**src/hdl/dbps_pkg.sv**
```systemverilog
// Shared types and constants for the DC bus precharge sequencer.
`default_nettype none

package dbps_pkg;

	// Sequence phase
	typedef enum logic [1:0] {
		PH_IDLE,
		PH_SETTLE,
		PH_CHARGE,
		PH_TEST
	} phase_t;

	// Tick command codes
	localparam logic [1:0] OP_TICK       = 2'd0;
	localparam logic [1:0] OP_CONNECT    = 2'd1;
	localparam logic [1:0] OP_DISCONNECT = 2'd2;

	// Reported status codes
	localparam logic [1:0] ST_DISCONNECTED = 2'd0;
	localparam logic [1:0] ST_RUNNING      = 2'd1;
	localparam logic [1:0] ST_CONNECTED    = 2'd2;
	localparam logic [1:0] ST_FAILED       = 2'd3;

	// Configuration register indexes
	localparam logic [2:0] CFG_MIN_VOLTAGE     = 3'd0;
	localparam logic [2:0] CFG_MAX_RISE        = 3'd1;
	localparam logic [2:0] CFG_LOAD_DROP_LIMIT = 3'd2;
	localparam logic [2:0] CFG_RELAY_SETTLE    = 3'd3;
	localparam logic [2:0] CFG_SAMPLE_PERIOD   = 3'd4;
	localparam logic [2:0] CFG_CHARGE_TIMEOUT  = 3'd5;
	localparam logic [2:0] CFG_HEATER_TEST     = 3'd6;

	localparam int VOLT_W = 14;
	localparam int TICK_W = 16;
	localparam int SAMP_W = 10;

	// Configuration register file contents
	typedef struct packed {
		logic [VOLT_W-1:0] min_voltage;
		logic [VOLT_W-1:0] max_rise;
		logic [VOLT_W-1:0] load_drop_limit;
		logic [TICK_W-1:0] relay_settle_ticks;
		logic [TICK_W-1:0] sample_period_ticks;
		logic [SAMP_W-1:0] charge_timeout_samples;
		logic [TICK_W-1:0] heater_test_ticks;
	} cfg_t;

	// Relay drive, bus relay in the lowest bit
	typedef struct packed {
		logic heater;
		logic inverter;
		logic bypass;
		logic bus;
	} relay_t;

endpackage

`default_nettype wire

```
**src/hdl/dbps_seq.sv**
```systemverilog
// Precharge sequence state machine, advanced once per tick.
`default_nettype none

module dbps_seq (
	input  wire logic                        clk,
	input  wire logic                        arst_n,
	input  wire logic                        step,
	input  wire logic [1:0]                  op,
	input  wire logic [dbps_pkg::VOLT_W-1:0] bus_voltage,
	input  wire dbps_pkg::cfg_t              cfg,
	output dbps_pkg::relay_t                 relays,
	output logic [1:0]                       status
);
	import dbps_pkg::*;

	phase_t            phase_q, phase_d;
	logic [TICK_W-1:0] tick_q, tick_d;
	logic [SAMP_W-1:0] samples_q, samples_d;
	logic [VOLT_W-1:0] prev_q, prev_d;
	logic [VOLT_W-1:0] start_q, start_d;
	relay_t            relays_q, relays_d;
	logic [1:0]        status_q, status_d;

	logic [TICK_W-1:0] tick_inc;
	logic              low;
	logic              rising;
	logic              dropped;
	logic              wait_done;
	logic [SAMP_W-1:0] samples_eval;

	// Compare against thresholds; sums are one bit wider so nothing wraps
	assign tick_inc = tick_q + TICK_W'(1);
	assign low      = bus_voltage < cfg.min_voltage;
	assign rising   = {1'b0, bus_voltage} > ({1'b0, prev_q} + {1'b0, cfg.max_rise});
	assign dropped  = {1'b0, start_q} > ({1'b0, bus_voltage} + {1'b0, cfg.load_drop_limit});

	// Hold state between steps
	always_ff @(posedge clk or negedge arst_n) begin
		if (!arst_n) begin
			phase_q   <= PH_IDLE;
			tick_q    <= '0;
			samples_q <= '0;
			prev_q    <= '0;
			start_q   <= '0;
			relays_q  <= '0;
			status_q  <= ST_DISCONNECTED;
		end else if (step) begin
			phase_q   <= phase_d;
			tick_q    <= tick_d;
			samples_q <= samples_d;
			prev_q    <= prev_d;
			start_q   <= start_d;
			relays_q  <= relays_d;
			status_q  <= status_d;
		end
	end

	// Next state for one tick
	always_comb begin
		phase_d      = phase_q;
		tick_d       = tick_q;
		samples_d    = samples_q;
		prev_d       = prev_q;
		start_d      = start_q;
		relays_d     = relays_q;
		status_d     = status_q;
		wait_done    = 1'b0;
		samples_eval = samples_q;

		case (phase_q)
			PH_IDLE: begin
				if (op == OP_CONNECT) begin
					relays_d          = '0;
					relays_d.inverter = 1'b1;
					relays_d.bus      = 1'b1;
					status_d          = ST_RUNNING;
					phase_d           = PH_SETTLE;
					tick_d            = '0;
					samples_d         = cfg.charge_timeout_samples;
					prev_d            = '0;
				end else if (op == OP_DISCONNECT) begin
					relays_d = '0;
					status_d = ST_DISCONNECTED;
				end
			end
			PH_SETTLE: begin
				tick_d = tick_inc;
				if (tick_inc >= cfg.relay_settle_ticks) begin
					wait_done = 1'b1;
				end
			end
			PH_CHARGE: begin
				tick_d = tick_inc;
				if (tick_inc >= cfg.sample_period_ticks) begin
					wait_done = 1'b1;
					prev_d    = bus_voltage;
					if (samples_q != '0) begin
						samples_eval = samples_q - SAMP_W'(1);
					end
					samples_d = samples_eval;
				end
			end
			PH_TEST: begin
				tick_d = tick_inc;
				if (tick_inc >= cfg.heater_test_ticks) begin
					tick_d  = '0;
					phase_d = PH_IDLE;
					if (samples_q == '0 || dropped) begin
						relays_d = '0;
						status_d = ST_FAILED;
					end else begin
						relays_d.heater = 1'b0;
						relays_d.bypass = 1'b1;
						status_d        = ST_CONNECTED;
					end
				end
			end
			default: begin
				phase_d = PH_IDLE;
			end
		endcase

		// Keep sampling or move on to the heater load test
		if (wait_done) begin
			tick_d = '0;
			if ((low || rising) && samples_eval != '0) begin
				phase_d = PH_CHARGE;
			end else begin
				start_d         = bus_voltage;
				relays_d.heater = 1'b1;
				phase_d         = PH_TEST;
			end
		end
	end

	assign relays = relays_q;
	assign status = status_q;

endmodule

`default_nettype wire

```
**src/hdl/dc_bus_precharge_sequencer_core.sv**
```systemverilog
// Top level of the DC bus precharge sequencer: stream ports, config registers.
//
//   channel  dir  width      contents
//   s_axis   in   16 + 2     tick: bus voltage sample, command in tuser
//   m_axis   out  8          relay drive and status after the tick
//   cfg      in   3 + 16     register write, no read-back
//
// One tick per clock while the output is not stalled; a tick passes through the input
// register and then the state/result register before its result appears.
// Reset clears the sequence to idle with all relays open and the config
// registers to their defaults. An output stall holds the state and the
// input register; one more input transfer is taken while a result waits.
`default_nettype none

module dc_bus_precharge_sequencer_core (
	input  wire logic        clk,
	input  wire logic        arst_n,
	// Input stream
	input  wire logic        s_tvalid,
	output logic             s_tready,
	input  wire logic [15:0] s_tdata,   // [13:0] bus_voltage, [15:14] zero
	input  wire logic [1:0]  s_tuser,   // [1:0] op
	// Output stream
	output logic             m_tvalid,
	input  wire logic        m_tready,
	output logic [7:0]       m_tdata,   // [0] bus_relay_on, [1] bypass_relay_on,
	                                    // [2] inverter_relay_on, [3] heater_on,
	                                    // [5:4] status, [7:6] zero
	// Configuration write port
	input  wire logic        cfg_we,
	input  wire logic [2:0]  cfg_index,
	input  wire logic [15:0] cfg_wdata
);
	import dbps_pkg::*;

	cfg_t              cfg_q;
	logic              valid_s1;
	logic [1:0]        op_s1;
	logic [VOLT_W-1:0] volt_s1;
	logic              out_valid_q;
	logic              advance;
	relay_t            relays;
	logic [1:0]        status;

	// Step the sequence when a tick is held and the result slot is free
	assign advance  = valid_s1 && (!out_valid_q || m_tready);
	assign s_tready = !valid_s1 || advance;

	// Write configuration registers
	always_ff @(posedge clk or negedge arst_n) begin
		if (!arst_n) begin
			cfg_q.min_voltage            <= VOLT_W'(1600);
			cfg_q.max_rise               <= VOLT_W'(32);
			cfg_q.load_drop_limit        <= VOLT_W'(160);
			cfg_q.relay_settle_ticks     <= TICK_W'(80);
			cfg_q.sample_period_ticks    <= TICK_W'(100);
			cfg_q.charge_timeout_samples <= SAMP_W'(600);
			cfg_q.heater_test_ticks      <= TICK_W'(2000);
		end else if (cfg_we) begin
			case (cfg_index)
				CFG_MIN_VOLTAGE:     cfg_q.min_voltage            <= cfg_wdata[VOLT_W-1:0];
				CFG_MAX_RISE:        cfg_q.max_rise               <= cfg_wdata[VOLT_W-1:0];
				CFG_LOAD_DROP_LIMIT: cfg_q.load_drop_limit        <= cfg_wdata[VOLT_W-1:0];
				CFG_RELAY_SETTLE:    cfg_q.relay_settle_ticks     <= cfg_wdata;
				CFG_SAMPLE_PERIOD:   cfg_q.sample_period_ticks    <= cfg_wdata;
				CFG_CHARGE_TIMEOUT:  cfg_q.charge_timeout_samples <= cfg_wdata[SAMP_W-1:0];
				CFG_HEATER_TEST:     cfg_q.heater_test_ticks      <= cfg_wdata;
				default: ;
			endcase
		end
	end

	// Track input register and result valid
	always_ff @(posedge clk or negedge arst_n) begin
		if (!arst_n) begin
			valid_s1    <= 1'b0;
			out_valid_q <= 1'b0;
		end else begin
			if (s_tvalid && s_tready) begin
				valid_s1 <= 1'b1;
			end else if (advance) begin
				valid_s1 <= 1'b0;
			end
			if (advance) begin
				out_valid_q <= 1'b1;
			end else if (m_tready) begin
				out_valid_q <= 1'b0;
			end
		end
	end

	// Capture the tick on transfer
	always_ff @(posedge clk) begin
		if (s_tvalid && s_tready) begin
			op_s1   <= s_tuser;
			volt_s1 <= s_tdata[VOLT_W-1:0];
		end
	end

	dbps_seq u_seq (
		.clk         (clk),
		.arst_n      (arst_n),
		.step        (advance),
		.op          (op_s1),
		.bus_voltage (volt_s1),
		.cfg         (cfg_q),
		.relays      (relays),
		.status      (status)
	);

	// Sequence registers double as the result register
	assign m_tvalid = out_valid_q;
	assign m_tdata  = {2'b00, status, relays};

endmodule

`default_nettype wire

```
**config.mk**
```make
export PLATFORM = sky130hd
export DESIGN_NAME = dc_bus_precharge_sequencer_core
export DESIGN_NICKNAME = d
export VERILOG_FILES = /design/src/hdl/dbps_pkg.sv /design/src/hdl/dbps_seq.sv /design/src/hdl/dc_bus_precharge_sequencer_core.sv
export SDC_FILE = /design/constraint.sdc
export NUM_CORES = 1
export LEC_CHECK = 0
export BUFFER_PORTS_ARGS = -buffer_cell sky130_fd_sc_hd__buf_2
export CAP_MARGIN = 10
export CORE_AREA = 2 2 179 181
export CTS_BUF_LIST = sky130_fd_sc_hd__clkbuf_8
export DETAILED_ROUTE_END_ITERATION = 12
export DIE_AREA = 0 0 181 183
export MAX_ROUTING_LAYER = met4
export SLEW_MARGIN = 20
export SYNTH_ARGS = -nofsm -noshare
export SYNTH_HDL_FRONTEND = slang
export SYNTH_SLANG_ARGS = --single-unit
```
**constraint.sdc**
```tcl
create_clock -name clk -period 4.7 [get_ports clk]
set_input_delay 0.94 -clock clk [delete_from_list [all_inputs] [get_ports clk]]
set_output_delay 0.94 -clock clk [all_outputs]
set_load 0.01 [all_outputs]
```
==> results_dict.tcl, run 1 <==
set metrics [dict create \
    finalInstanceArea_mm2 0.0120 \
    insertion_delay_ns 0.48 \
    critical_path.top_delay_family "compound AO/OA/AOI/OAI gates" \
    crit_chain "ha_1, fa_2, a211oi_2, o21ai_0, a31oi_1, o21bai_1, a21oi_2, o21bai_1, a21oi_1, xor2_1, ha_1, a21oi_1, nor2b_1, a211oi_1, o21ai_0, a31oi_1, o311a_1, buf_12, mux2_2" \
    hold_viol 0 \
    antenna_found_initial 0 \
    setup-tns-final_ns 0 \
    first_pass_iters 5 \
    worst-path-buf-inv 1 \
    outcome "completed" \
    cts_root_buffer "clkbuf_8" \
    dp.cells 1460 \
    maxSlewViolCount 0 \
    r2r_slack_ns 0.32 \
    die_w_um 181 \
    relSlewSlack_pct 35.2 \
    gp_congestion 0.853 \
    layout-drive-gt1-share_pct 22.2 \
    netlist_area_mm2 0.0108 \
    clock-sinks 179 \
    clock.fmax_mhz 228 \
    final_core_util_pct 38.5 \
    grt_pass1_wl_mm 39.7 \
    critPathKind "reg -> reg" \
    n_antenna_cell 0 \
    maxCapViolCount 0 \
    post-route-min-period_ns 4.38 \
    wl_met2_mm 11.8 \
    ys_types 76 \
    ys_seq_area_share_pct 42.6 \
    cp_data_required_time_ns 5.07 \
    setup_viol_count_final 0 \
    port-buffer-count 47 \
    ys.flop_type "dfrtp_1" \
    worst_hold_path_type "in -> async" \
    grt_max_degree 74 \
    instances_no_fill 1493 \
    ys_top_cells_by_count "142 x dfrtp_1, 125 x ha_1, 83 x nand2_1" \
    cp-endpoint "u_seq.start_q[1]" \
    p_per_area_mw_per_mm2 393 \
    yosysMostFrequentCell "dfrtp_1" \
    ys_top_cells_by_area "dfrtp_1 33%, ha_1 15%, mux2_2 8.5%, dfstp_2 5.1%, edfxtp_1 4.5%" \
    overflow 0 \
    avgSynthCellArea_um2 10.6 \
    start_util_pct 34.4 \
    p_leak_nw 5.74 \
    synth-edff-count 16 \
    cts_tree "done" \
    tightest_slew_ns 0.967 \
    io_pins 52 \
    r2r_start "cfg_q[72]" \
    dp_hpwl_mm 18.1 \
    ys_ff_latch 179 \
    yosys_warnings 0 \
    clk_pin_slew_ns 0.10 \
    drc 0 \
    vias 7610 \
    area_growth_pct 11.8 \
    synth_area_leader_cell "dfrtp_1" \
    fillers 3144 \
    top_layer "met4" \
    timing.final.crit_share_pct 93.3 \
    h-tree-depth 4 \
    row_count 65 \
    seq_area_mm2 0.00459 \
    wl_mm 24.1 \
    reg2regPathDepth 19 \
    synth_cells 1017 \
    max-vdd-ir-drop_v 0.000191 \
    cts_setup_buffers 0 \
    async_flop_share_pct 91.1 \
    nNetsFinal 1247 \
    multi_input_area_mm2 0.00581 \
    ant_nets 0 \
    numCtsBuffers 17 \
    power_w 0.00472 \
    drt_iter0_drc 398 \
    die_h_um 183 \
    dpl_cell_area_mm2 0.0116 \
    core-area_mm2 0.0312 \
    critPathArrivalTime_ns 4.75 \
    slowest_stage "dfrtp_1" \
    dr_wl_met3_um 438 \
    die_area_mm2 0.0331 \
    yosys.area.top_type_share_pct 33.0 \
    cp-startpoint "cfg_q[72]" \
    finClkSkew_ns 0.0139 \
    crit_path_end_kind "flop" \
    cts_buffer_depth 2 \
    critical_path.max_stage_delay_ns 0.40 \
    crit_fanout 16 \
    track_usage_pct 15.6 \
    route.detailed.wl_per_inst_um 16.2 \
    cp-start-kind "flop" \
    cp.depth 19 \
    wl_met1_mm 11.5 \
    vias_per_cell 5.10 \
    first_global_vias 7595 \
    r2r_end "u_seq.start_q[1]" \
]
state kept, by name, indices dropped and copies added (netlist names), 2 cells and up:
signal           cells
u_seq.samples_q     10
u_seq.tick_q        16
u_seq.start_q       14
u_seq.prev_q        14
u_seq.relays         3
u_seq.phase_q        2
volt_s1             14
cfg_q              100
u_seq.status         2
op_s1                2
final cells by class:
| type | count | area share [%] |
|---|---|---|
| Multi-Input combinational cell | 731 | 48.3 |
| Clock inverter | 14 | 1.15 |
| Sequential cell | 179 | 38.1 |
| Clock buffer | 18 | 2.06 |
| Timing Repair Buffer | 71 | 3.74 |
| Tap cell | 402 | 4.18 |
| Inverter | 78 | 2.43 |
layer usage:
layer	global-route usage [%]	up-vias
li1	-	3787
met1	20.0	3708
met2	25.9	87
met3	2.03	28
met4	4.88	0
met5	-	-
cells by family after synthesis:
logic type / after synthesis / synth area share, %
flops: 179 / 42.6
fa+ha+maj: 127 / 14.9
other cells: 1 / 0.0349
buf+inv: 108 / 4.25
simple gates: 237 / 11.3
xor+xnor: 30 / 2.44
mux: 90 / 9.64
compound gates: 245 / 14.8
power breakdown:
group,total (W),internal [W],switching (W),leakage (nW)
Combinational,0.00156,0.000699,0.000859,3.37
Sequential,0.00210,0.00187,0.000234,2.16
Clock,0.00107,0.000486,0.000581,0.208
placed cells by master, fill, tap and decap left out, types with 7 or more instances in the layout:
cell | Yosys | layout
dfrtp_1 | 142 | 141
ha_1 | 125 | 125
nand2_1 | 83 | 83
mux2_2 | 81 | 81
inv_1 | 76 | 79
a21oi_1 | 65 | 63
o21ai_0 | 58 | 58
buf_2 | 1 | 46
nor2_1 | 27 | 27
a21o_1 | 26 | 26
nand3_1 | 27 | 26
nand2b_1 | 22 | 22
a22o_1 | 21 | 21
dfstp_2 | 21 | 21
buf_4 | 3 | 21
xor2_1 | 18 | 18
clkbuf_8 | 0 | 18
edfxtp_1 | 16 | 16
xnor2_1 | 12 | 12
nor3_1 | 17 | 11
nor2b_1 | 9 | 9
a31oi_1 | 9 | 8
and3_1 | 7 | 7
mux2_4 | 7 | 7
per-stage QoR:
stage / hold slack (ns) / setup WS, ns
floorplan: 0.464 / 0.721
global placement: 0.475 / 0.179
detailed placement: 0.479 / 0.125
CTS: 0.395 / 0.0876
global route: 0.424 / -0.00147
finish: 0.402 / 0.316
worst min path at each step:
stage | from | to | slack [ns] | cells past startpoint
floorplan | cfg_q[21] | u_seq.samples_q[5] | 0.46 | 2
global placement | u_seq.relays[3] | u_seq.relays[3] | 0.48 | 1
detailed placement | u_seq.relays[3] | u_seq.relays[3] | 0.48 | 1
CTS | arst_n | u_seq.tick_q[3] | 0.39 | 1
global route | arst_n | cfg_q[49] | 0.42 | 1
finish | arst_n | cfg_q[30] | 0.40 | 1
what timing repair did:
| item | 4_1_cts | 5_1_grt |
|---|---|---|
| gates resized for setup | 0 | 15 |
| endpoints found under the setup margin | 0 | 35 |
| hold buffers | 0 | 0 |
No activity file was read; power rests on OpenSTA's default activity.
==> run 2, diff against run 1 <==
- CORE_AREA: 2 2 179 181 -> 2 2 158 160
- DIE_AREA: 0 0 181 183 -> 0 0 160 162
==> run 2 against run 1 <==
Setup slack improved by 0.0046 ns. Fmax rose by 0.10%. Count of clock-buffer cells in the layout decreased by 1. Flip-flop and latch count unchanged. Clock skew up 0.0039 ns. Clock power increased by 4%. Critical path depth stayed put. Critical endpoint is now u_seq.start_q[13]. Largest cell class unchanged.
==> results_dict.tcl, run 2 (synthesis results as in run 1) <==
set metrics [dict create \
    cts_buffer_depth 2 \
    slowest_stage "fa_1" \
    numCtsBuffers 17 \
    outcome "completed" \
    clock-sinks 179 \
    core-area_mm2 0.0241 \
    hold_viol 0 \
    route.detailed.wl_per_inst_um 16.6 \
    crit_path_end_kind "flop" \
    track_usage_pct 19.7 \
    finClkSkew_ns 0.0178 \
    antenna_found_initial 0 \
    row_count 57 \
    max-vdd-ir-drop_v 0.000177 \
    post-route-min-period_ns 4.38 \
    cpMostUsedCell "a21oi_1" \
    ant_nets 0 \
    postCtsHoldBufs 0 \
    relSlewSlack_pct 28.5 \
    cts_tree "done" \
    overflow 0 \
    port-buffer-count 47 \
    first_global_vias 7577 \
    largest_reg_flops 100 \
    dpl_worst_slack_ns 0.0923 \
    timing.final.crit_share_pct 93.2 \
    cp-startpoint "cfg_q[72]" \
    nNetsFinal 1248 \
    start_util_pct 44.6 \
    setup-tns-final_ns 0 \
    maxCapViolCount 0 \
    gp_congestion 0.795 \
    area_growth_pct 11.1 \
    largest-register "cfg_q" \
    drc 0 \
    worst_hold_path_type "reg -> reg" \
    maxSlewViolCount 0 \
    clock.fmax_mhz 228 \
    vias 7598 \
    critical_path.top_delay_family "compound AO/OA/AOI/OAI gates" \
    grt_max_degree 81 \
    p_per_area_mw_per_mm2 399 \
    seq_area_mm2 0.00459 \
    die_w_um 160 \
    drt_iter0_drc 333 \
    vias_per_cell 5.37 \
    cp_data_required_time_ns 5.06 \
    n_antenna_cell 0 \
    setup_viol_count_final 0 \
    p_leak_nw 5.75 \
    first_pass_iters 5 \
    layout_common_cells "141 x dfrtp_1, 125 x ha_1, 83 x nand2_1" \
    die_area_mm2 0.0259 \
    critical_path.max_stage_delay_ns 0.44 \
    fillers 2290 \
    largestRegisters "cfg_q x100, u_seq.tick_q x16" \
    clk_pin_slew_ns 0.10 \
    io_pins 52 \
    worst-path-buf-inv 1 \
    layout-drive-gt1-share_pct 22.5 \
    insertion_delay_ns 0.47 \
    h-tree-depth 4 \
    min-delay-start "u_seq.relays[3]" \
    grt_pass1_wl_mm 39.6 \
    critPathArrivalTime_ns 4.73 \
    crit_chain "ha_1, fa_1, a211oi_2, o21ai_0, a31oi_2, o21bai_1, a21oi_1, o21bai_1, a21oi_1, xor2_1, ha_1, a21oi_1, nor2b_1, a211oi_1, o21ai_0, a31oi_1, o311a_1, buf_12, mux2_2" \
    cp-start-kind "flop" \
    wl_mm 23.5 \
    die_h_um 162 \
    dp_hpwl_mm 17.8 \
    setup_slack_ns 0.321 \
    multi_input_area_mm2 0.00582 \
    layout_commonest_cell "dfrtp_1" \
    r2r_start "cfg_q[72]" \
    critPathKind "reg -> reg" \
    crit_fanout 16 \
    cts_root_buffer "clkbuf_8" \
    tightest_slew_ns 1.07 \
]
run 2: worst paths after layout:
| check | endpoint | slack [ns] | cells after the start |
|---|---|---|---|
| min | u_seq.relays[3] | 0.48 | 1 |
| min reg2reg | u_seq.relays[3] | 0.48 | 1 |
| min in group asynchronous | u_seq.tick_q[1] | 0.50 | 1 |
| max in group asynchronous | cfg_q[65] | 3.19 | 2 |
| max reg2reg | u_seq.start_q[13] | 0.32 | 19 |
| max | u_seq.start_q[13] | 0.32 | 19 |
run 2: what timing repair did:
| action | CTS | global route |
|---|---|---|
| hold endpoints to repair | 0 | 0 |
| endpoints found under the setup margin | 0 | 35 |
| buffers inserted | 0 | 1 |
| gates resized for setup | 0 | 17 |
run 2: cell type report:
cell class	count	share of cell area (%)
inverters	78	2.45
well taps	324	3.39
flip-flops and latches	179	38.4
clock buffers	17	1.96
clock inverters	15	1.42
multi-input cells	731	48.7
repair buffers	72	3.70
run 2: stage by stage:
stage | util, % | hold WS (ns) | cells | total power, W | area, um^2
detailed placement | 47.5 | 0.462 | 1383 | 0.00366 | 11500
global route | 49.6 | 0.524 | 1416 | 0.00514 | 11900
global placement | 47.5 | 0.467 | 1383 | 0.00361 | 11500
CTS | 49.2 | 0.484 | 1415 | 0.00478 | 11900
floorplan | - | 0.464 | 1018 | 0.00321 | 10800
finish | 49.6 | 0.477 | 1416 | 0.00476 | 11900
run 2: per-layer routing:
metal / global-route usage (%) / vias up / part of all wire, %
met1: 26.9 / 3684 / 49
met3: 3.27 / 23 / 2.7
met4: 5.77 / 0 / 1.9
met5: - / - / 0
li1: - / 3786 / -
met2: 30.4 / 105 / 46
run 2: report_power, final:
group / internal, W / switching [W] / leakage, nW
Sequential: 0.00187 / 0.000232 / 2.16
Combinational: 0.000704 / 0.000856 / 3.39
Clock: 0.000489 / 0.000617 / 0.196
Total: 0.00306 / 0.00170 / 5.75
==> run 3, diff against run 2 <==
- CORE_AREA: 2 2 158 160 -> 2 2 167 169
- DIE_AREA: 0 0 160 162 -> 0 0 169 171
==> run 3 against run 2 <==
Flip-flop and latch count unchanged. Hold slack better by 0.030 ns. Clock skew down 0.0058 ns. Power is 0.30% lower. Count of clock-buffer cells in the layout is 2 higher. Critical endpoint is now u_seq.relays[0]. Largest power group unchanged.
==> results_dict.tcl, run 3 (synthesis results as in run 1) <==
set metrics [dict create \
    outcome "completed" \
    relSlewSlack_pct 28.9 \
    cp-startpoint "cfg_q[59]" \
    nNetsFinal 1243 \
    min-delay-start "u_seq.relays[3]" \
    p_leak_nw 5.74 \
    holdPathStages 1 \
    ant_nets 0 \
    crit_fanout 3 \
    row_count 61 \
    dpl_worst_slack_ns 0.173 \
    vias 7570 \
    track_usage_pct 18.0 \
    insertion_delay_ns 0.47 \
    clock.fmax_mhz 229 \
    reg2regPathDepth 19 \
    setup_slack_ns 0.327 \
    timing.final.crit_share_pct 93.1 \
    overflow 0 \
    route.detailed.wl_per_inst_um 16.7 \
    setup-tns-final_ns 0 \
    cts_buffer_depth 2 \
    hold_viol 0 \
    critPathArrivalTime_ns 4.74 \
    maxSlewViolCount 0 \
    wl_mm 23.9 \
    area_growth_pct 10.9 \
    port-buffer-count 47 \
    cts_tree "done" \
    cp-start-kind "flop" \
    clock-sinks 179 \
    die_h_um 171 \
    maxCapViolCount 0 \
    worst_hold_path_type "reg -> reg" \
    dr_wl_met3_um 413 \
    die_w_um 169 \
    crit_path_end_kind "flop" \
    r2r_start "cfg_q[59]" \
    max-vdd-ir-drop_v 0.000179 \
    n_antenna_cell 0 \
    post-route-min-period_ns 4.37 \
    slowest_stage "dfrtp_1" \
    setup_viol_count_final 0 \
    cts_setup_buffers 0 \
    clk_pin_slew_ns 0.10 \
    largest_reg_flops 100 \
    hold_slack_ns 0.508 \
    dp_hpwl_mm 17.9 \
    critPathKind "reg -> reg" \
    finClkSkew_ns 0.0120 \
    vias_per_cell 5.28 \
    wl_met2_mm 11.4 \
    largest-register "cfg_q" \
    wl_met1_mm 11.6 \
    top_layer "met4" \
    start_util_pct 39.4 \
    drt_iter0_drc 337 \
    numCtsBuffers 17 \
    cp_data_required_time_ns 5.06 \
    cts_root_buffer "clkbuf_8" \
    drc 0 \
    layout_common_cells "141 x dfrtp_1, 125 x ha_1, 83 x nand2_1" \
    core-area_mm2 0.0273 \
    layout_commonest_cell "dfrtp_1" \
    critical_path.max_stage_delay_ns 0.43 \
    first_pass_iters 4 \
    grt_pass1_wl_mm 39.7 \
    tightest_slew_ns 1.06 \
    die_area_mm2 0.0289 \
    crit_chain "ha_1, a21o_1, a21oi_2, o21bai_1, a211o_1, a31oi_1, a21oi_1, a21o_1, a21oi_1, xor2_1, ha_1, nand3_1, nor3_2, nand3_1, o31ai_2, o21a_1, nand4_1, o21ai_0, mux2_2" \
    layout-drive-gt1-share_pct 21.5 \
    io_pins 52 \
    rsz0062_at_grt "yes" \
    grt_max_degree 102 \
    antenna_found_initial 0 \
    gp_congestion 0.836 \
    first_global_vias 7579 \
    h-tree-depth 4 \
    p_per_area_mw_per_mm2 398 \
    largestRegisters "cfg_q x100, u_seq.tick_q x16" \
]
[run 3: changes by cell type in the layout (fill, tap and decap cells not counted), sizes merged]
| cell | previous run | this run |
|---|---|---|
| inv | 85 | 82 |
| clkbuf | 17 | 19 |
| clkinvlp | 3 | 2 |
| clkinv | 3 | 4 |
| buf | 72 | 67 |
| bufinv | 2 | 3 |
[run 3: path summary, 6_finish.rpt]
| check | end | slack (ns) |
|---|---|---|
| setup / recovery | u_seq.relays[0] | 0.33 |
| hold / removal | u_seq.relays[3] | 0.51 |
| setup reg to reg | u_seq.relays[0] | 0.33 |
| hold reg to reg | u_seq.relays[3] | 0.51 |
| max in group asynchronous | cfg_q[65] | 3.23 |
| min in group asynchronous | cfg_q[29] | 0.59 |
[run 3: critical path: cells and delay by family (launching register included)]
family | cells | cell delay (ns)
compound gates | 11 | 2.07
xor+xnor | 1 | 0.10
fa+ha+maj | 2 | 0.61
flops | 1 | 0.43
mux | 1 | 0.35
simple gates | 4 | 0.69
[run 3: layout make-up]
type	instances	area, um^2
fillers	2609	15400
multi-input cells	731	5780
flip-flops and latches	179	4590
well taps	346	433
repair buffers	67	424
inverters	78	293
clock buffers	19	262
clock inverters	13	146
[run 3: metal layers]
metal	vias up	global-route usage [%]
met5	-	-
met4	0	5.39
met3	30	2.71
met2	77	29.5
met1	3693	23.2
li1	3770	-
[run 3: per-stage QoR]
stage	cells	power (W)	util, %	area, um^2
finish	1433	0.00475	43.7	11900
global route	1433	0.00511	43.7	11900
CTS	1432	0.00479	43.4	11900
detailed placement	1400	0.00367	41.9	11500
global placement	1400	0.00361	41.9	11500
floorplan	1018	0.00321	-	10800
[run 3: power breakdown]
| group | switching (W) | internal [W] | leakage, nW |
|---|---|---|---|
| sequential | 0.000241 | 0.00187 | 2.16 |
| combinational | 0.000848 | 0.000696 | 3.35 |
| clock | 0.000553 | 0.000545 | 0.218 |
| total | 0.00164 | 0.00311 | 5.74 |
[run 3: timing repair]
item | 4_1_cts | 5_1_grt
hold buffers | 0 | 0
gates resized for setup | 0 | 11
endpoints found under the setup margin | 0 | 31
